$ cat src/sv/msw_pkg.sv
// Package for merge_sort_words: shared types for the front and back sections.
// No dependencies.
`default_nettype none
package msw_pkg;
    localparam int WORD_W = 32;

    typedef struct packed {
        logic [6:0] count;
        logic       dropped;
    } set_desc_t;
endpackage
`default_nettype wire

$ cat src/sv/msw_front.sv
// Front section: accept input beats, store words, classify last and overflow.
// Depends on msw_pkg. Hands a set descriptor to the back section.
`default_nettype none
module msw_front
    import msw_pkg::*;
#(
    parameter int MAX_ITEMS = 64,
    parameter int AW = 6
)
(
    input  wire logic                clk,
    input  wire logic                rst_n,
    input  wire logic [WORD_W-1:0]   value,
    input  wire logic                last,
    input  wire logic                in_valid,
    output logic                     in_ready,
    output logic                     wr_en,
    output logic [AW-1:0]            wr_addr,
    output logic [WORD_W-1:0]        wr_data,
    output logic                     desc_valid,
    output set_desc_t                desc,
    input  wire logic                desc_ready
);
    logic [6:0] count_reg, count_next;
    logic       drop_reg, drop_next;
    logic       busy_reg, busy_next;
    logic       full;
    logic       acc;

    // hold input while the back section still owns the word memory
    assign full     = (count_reg == 7'(MAX_ITEMS));
    assign in_ready = !busy_reg && desc_ready;
    assign acc      = in_valid && in_ready;
    assign wr_en    = acc && !full;
    assign wr_addr  = count_reg[AW-1:0];
    assign wr_data  = value;

    assign desc_valid   = busy_reg;
    assign desc.count   = count_reg;
    assign desc.dropped = drop_reg;

    always_comb
    begin
        count_next = count_reg;
        drop_next  = drop_reg;
        busy_next  = busy_reg;
        if (busy_reg && desc_ready)
        begin
            busy_next  = 1'b0;
            count_next = '0;
            drop_next  = 1'b0;
        end
        if (acc)
        begin
            if (full)
                drop_next = 1'b1;
            else
                count_next = count_reg + 7'd1;
            if (last)
                busy_next = 1'b1;
        end
    end

    always_ff @(posedge clk or negedge rst_n)
    begin
        if (!rst_n)
        begin
            count_reg <= '0;
            drop_reg  <= 1'b0;
            busy_reg  <= 1'b0;
        end
        else
        begin
            count_reg <= count_next;
            drop_reg  <= drop_next;
            busy_reg  <= busy_next;
        end
    end
endmodule
`default_nettype wire

$ cat config.mk
export PLATFORM = sky130hd
export DESIGN_NAME = msw_front
export DESIGN_NICKNAME = d
export VERILOG_FILES = /design/src/sv/msw_pkg.sv /design/src/sv/msw_front.sv
export SDC_FILE = /design/constraint.sdc
export NUM_CORES = 1
export LEC_CHECK = 0
export BUFFER_PORTS_ARGS = -buffer_cell sky130_fd_sc_hd__buf_4
export CAP_MARGIN = 40
export CORE_ASPECT_RATIO = 1.25
export CORE_MARGIN = 2
export CORE_UTILIZATION = 32
export CTS_CLUSTER_DIAMETER = 120
export DETAILED_ROUTE_END_ITERATION = 7
export HOLD_SLACK_MARGIN = 0.06
export PLACE_DENSITY = 0.76
export SETUP_SLACK_MARGIN = 0.15
export SYNTH_ARGS = -nofsm -noshare
export SYNTH_HDL_FRONTEND = slang
export SYNTH_SLANG_ARGS = --single-unit
$ cat constraint.sdc
create_clock -name clk -period 1.3 [get_ports clk]
set_input_delay 0.26 -clock clk [delete_from_list [all_inputs] [get_ports clk]]
set_output_delay 0.26 -clock clk [all_outputs]
set_load 0.05 [all_outputs]
==> flow_summary.ini, run 1 <==
[status]
status = finished, violations left
violations = setup timing

[routing]
finalWirelength_mm = 1.95
vias_per_cell = 4.86
ant_nets = 0
wl_met3_um = 205
wl_per_cell_um = 13.7
vias = 690
drt_pre_antenna_iters = 4
drt-initial-drc-count = 4
wl_met2_um = 960
drt-met1-wl_um = 744
highest_layer = met4
drcViolationCount = 0

[setup_path]
worstSetupPathType = reg2out
cp_cell_sequence = inv_2 -> ha_4 -> nand4bb_4 -> nor2_4 -> nor3_4 -> buf_6
cp_slowest_stage_delay_ps = 410
required_ps = 1040
cpMaxStageDelayCell = dfrtp_2
crit_arrival_ps = 1340
cp-start-kind = flop
endpoint_kind = output port
path_max_fanout = 2

[placement]
io_buffers = 21
placed_cells = 126
dp_hpwl_mm = 1.39
placed_area_um2 = 917
gp_congestion = 0.778

[finish]
layout_commonest_cell = buf_4
syn2layout_area_growth_pct = 40.7
design_area_um2 = 1220
final_cell_mix = buf_4 (20), buf_8 (16), dfrtp_2 (8), buf_6 (8), nand2b_1 (4)
multiInputGateArea_um2 = 399
antennaDiodeCount = 0
drive_above_1_share = 0.657
fill_cells = 257
largest_reg_flops = 7
seq_area_um2 = 235
finalNonFillerCells = 142
num-nets-final = 148

[timing]
tightest_slew_ps = 239
final.period_utilization = 1.23
final.setup_skew_ps = 0.609
drv_slew = 0
grt_setup_unrepaired = true
finalWorstSetupSlack_ps = -297
fin_crit_ps = 1600
hold_viol = 0
fmax_mhz = 626
max_slew_margin = 0.838
holdWs_ps = 265
setup_violations = 14
timing.setup.tns_ps = -1580

[global_route]
grt_pass1_vias = 719
grt_start_max_net_pins = 15
grt.overflow.total = 0
antenna_found_initial = 0
grt_use_total = 0.128
grt_first_pass_wirelength_mm = 3.14

[yosys]
ys_seq_elements = 9
synth_fp_nets = 140
syn_area_per_cell_um2 = 8.58
synth_cell_types = 26
synth.area.top_cells = buf_4 (35%), dfrtp_1 (26%), nand2b_1 (3.6%)
yosysSeqAreaShare = 0.260
yosys_warnings = 0
synthCells = 101
syn_area_um2 = 867
synth_top_area_frac = 0.346
yosys.area.top_type = buf_4

[die]
rows = 21
fp.dieArea_um2 = 3140
initial_core_util = 0.330
io_pins = 86
die_h_um = 62.2
core_area_um2 = 2630
die_x_um = 50.6

[clock_tree]
path_clk_slew_ps = 60
cts-buffers-inserted = 3
clock_path_buffers = 2
cts_root_buffer = clkbuf_4
numClockSinks = 9
cts_tree = yes
clock_latency_ps = 270
htreeDepth = 1

[run]
maxCapViolCount = 0

[worst_hold_path]
min_path_type = in2reg

[power]
power_density_nw_per_um2 = 2190
p_leak_nw = 0.532
ir_worst_vdd_mv = 1.13
## per-layer routing
| metal | up-vias | global-route usage |
|---|---|---|
| met2 | 43 | 0.202 |
| met3 | 7 | 0.0553 |
| met5 | - | 0 |
| met1 | 318 | 0.145 |
| li1 | 322 | - |
| met4 | 0 | 0.0608 |
## cells in the mapped netlist
cell type  number
o21ai_0         2
and2b_1         1
a311o_1         1
nand2b_1        5
nand3_1         3
o22ai_1         2
dfrtp_1         9
ha_1            2
or2_4           1
o2111ai_1       2
buf_4          40
clkbuf_1        2
inv_1           6
nor2b_1         3
mux2i_1         3
a2bb2oi_1       1
nand4bb_1       1
nand4_2         1
or4_1           2
nor2_1          3
o311ai_1        2
o21a_1          1
nand2_1         3
nor3_1          2
nand4_1         2
a211oi_1        1
## worst max-delay path, delay by kind of cell (launching register included)
kind	cells	cell delay [ps]
flops	1	410
simple gates	3	290
buf+inv	2	230
fa+ha+maj	1	140
## per-stage QoR
step,setup WS [ps],utilization,power [mW]
after detailed placement,-97.7,0.349,1.95
final,-297,0.464,2.67
after global routing,-348,0.464,2.80
after global placement,-59.0,0.349,1.91
after CTS,-308,0.432,2.54
after floorplan,-354,-,1.78
## area by class of cell
cell class	count	area share
Clock buffer	4	0.0215
Inverter	6	0.0215
Timing Repair Buffer	45	0.402
Multi-Input combinational cell	44	0.327
Tap cell	34	0.0349
Sequential cell	9	0.193
## logic make-up after synthesis
group	count (synthesis)	synth area share
buf+inv	48	0.381
simple gates	27	0.190
compound gates	12	0.105
flops	9	0.260
mux	3	0.0346
fa+ha+maj	2	0.0289
## where the power goes
| part | switching, mW | leakage [nW] | internal (mW) |
|---|---|---|---|
| sequential | 0.0960 | 0.0969 | 0.379 |
| combinational | 1.06 | 0.420 | 0.917 |
| clock | 0.103 | 0.0150 | 0.119 |
## final timing paths
kind	startpoint	to	slack, ps	depth (start not counted)
max	count_reg[1]	wr_en	-300	6
min	last	desc_valid	270	3
max reg2reg	count_reg[1]	count_reg[2]	-190	6
min reg2reg	drop_reg	drop_reg	550	1
max in group asynchronous	rst_n	count_reg[2]	790	2
min in group asynchronous	rst_n	drop_reg	360	2
## repair_timing
action / 4_1_cts / 5_1_grt
hold endpoints to repair: 9 / 0
gates resized for setup: 36 / 12
setup buffers: 6 / 5
hold buffers: 1 / 0
pin swaps: 9 / 3
setup endpoints to repair: 23 / 24
Note: power is estimated with default switching activity, not from simulation.
==> inputs of run 2 (changes only) <==
--- a/config.mk
+++ b/config.mk
@@ -13,7 +13,7 @@
 export CTS_CLUSTER_DIAMETER = 120
 export DETAILED_ROUTE_END_ITERATION = 7
 export HOLD_SLACK_MARGIN = 0.06
-export PLACE_DENSITY = 0.76
+export PLACE_DENSITY = 0.82
 export SETUP_SLACK_MARGIN = 0.15
 export SYNTH_ARGS = -nofsm -noshare
 export SYNTH_HDL_FRONTEND = slang
==> run 2 against run 1 <==
Against the previous run:
- the run still ends with setup timing left
- combinational power shrank 5%
- total power fell by 3.4%
- count of clock-buffer cells in the layout unchanged
- sequential power hardly changed
- final cell count decreased by 4.9%
- register-to-register slack worse by 40 ps
- global-route usage rose by 0.85 points
- via count down 5.7%
- critical endpoint unchanged
- largest power group unchanged
==> flow_summary.ini, run 2 (synthesized netlist as in run 1, its figures left out) <==
[placement]
io_buffers = 21
gp_congestion = 0.779
dp_hpwl_mm = 1.37
pre_cts_slack_ps = -112

[timing]
final.period_utilization = 1.24
hold_viol = 0
fin_crit_ps = 1610
setup_violations = 12
finalWorstSetupSlack_ps = -309
final.setup_skew_ps = 1.14
grt_setup_unrepaired = true
drv_slew = 0
fmax_mhz = 622
tightest_slew_ps = 243
max_slew_margin = 0.835

[die]
io_pins = 86
core_area_um2 = 2630
fp.dieArea_um2 = 3140
die_x_um = 50.6
initial_core_util = 0.330
rows = 21
die_h_um = 62.2

[finish]
fill_cells = 269
layout_commonest_cell = buf_4
largest_reg_flops = 7
drive_above_1_share = 0.644
seq_area_um2 = 235
antennaDiodeCount = 0
final_cell_mix = buf_4 (16), buf_8 (12), buf_6 (9)
multiInputGateArea_um2 = 404
num-nets-final = 141
syn2layout_area_growth_pct = 32.2

[power]
power_density_nw_per_um2 = 2250
p_leak_nw = 0.490
p_total_mw = 2.58
ir_worst_vdd_mv = 1.03

[routing]
finalWirelength_mm = 1.89
ant_nets = 0
wl_per_cell_um = 14.0
vias = 651
drt-initial-drc-count = 8
vias_per_cell = 4.82
drcViolationCount = 0
drt_pre_antenna_iters = 4

[worst_hold_path]
min_path_type = in2reg
hold_depth = 3

[setup_path]
path_max_fanout = 2
cp-start-kind = flop
worstSetupPathType = reg2out
cp_cell_sequence = inv_2 -> ha_4 -> nand4bb_4 -> nor2_4 -> nor3_4 -> buf_6
reg2reg_depth = 6
required_ps = 1040
cp_slowest_stage_delay_ps = 410
cp.depth = 6
cpMaxStageDelayCell = dfrtp_2
worst-path-buf-inv = 2
endpoint_kind = output port
crit_family = flip-flops
crit_arrival_ps = 1350

[global_route]
grt.overflow.total = 0
grt_first_pass_wirelength_mm = 3.26
grt_pass1_vias = 730
grt_use_total = 0.136
grt_start_max_net_pins = 15
antenna_found_initial = 0

[status]
violations = setup timing
status = finished, violations left

[run]
maxCapViolCount = 0

[clock_tree]
clock_latency_ps = 260
cts_tree = yes
cts_root_buffer = clkbuf_4
clock_path_buffers = 2
cts-buffers-inserted = 3
numClockSinks = 9
path_clk_slew_ps = 60
htreeDepth = 1
## run 2: report_power, final
| part | switching (mW) | internal, mW |
|---|---|---|
| clock network | 0.0989 | 0.118 |
| registers | 0.0962 | 0.379 |
| logic | 1.04 | 0.847 |
## run 2: layout make-up
class                   instances  share of cell area
repair buffers                 38               0.359
multi-input cells              44               0.353
flip-flops and latches          9               0.205
well taps                      34              0.0371
clock buffers                   4              0.0229
inverters                       6              0.0229
## run 2: tightest hold or removal path, stage by stage
cell,delay [ps]
buf_4,110
nand3_1,70
mux2i_1,60
## run 2: through the flow
stage,hold slack [ps],util,instance area [um2],TNS (ps),instances
2_1_floorplan,-35.6,-,936,-1190,101
3_3_place_gp,89.2,0.349,917,-168,126
3_5_place_dp,91.9,0.349,917,-438,126
4_1_cts,269,0.419,1100,-1200,134
5_1_grt,285,0.436,1150,-2090,135
6_report,265,0.436,1150,-1390,135
## run 2: layer usage
layer | track usage | wire [um] | part of all wire
met5 | 0 | 0 | 0
met4 | 0.0811 | 40 | 0.021
met3 | 0.0361 | 176 | 0.093
met2 | 0.229 | 983 | 0.52
met1 | 0.150 | 685 | 0.36
## run 2: timing repair
item,CTS,global route
pin swaps,3,2
hold endpoints to repair,9,0
gates resized for setup,32,10
setup endpoints to repair,23,24
buffers inserted,3,1
hold buffers,1,0
## run 2: path summary, 6_finish.rpt
kind | start | endpoint | slack, ps
max | count_reg[1] | wr_en | -310
min | last | desc_valid | 270
max reg2reg | count_reg[1] | count_reg[2] | -230
min reg2reg | drop_reg | drop_reg | 530
max in group asynchronous | rst_n | count_reg[4] | 800
min in group asynchronous | rst_n | drop_reg | 350
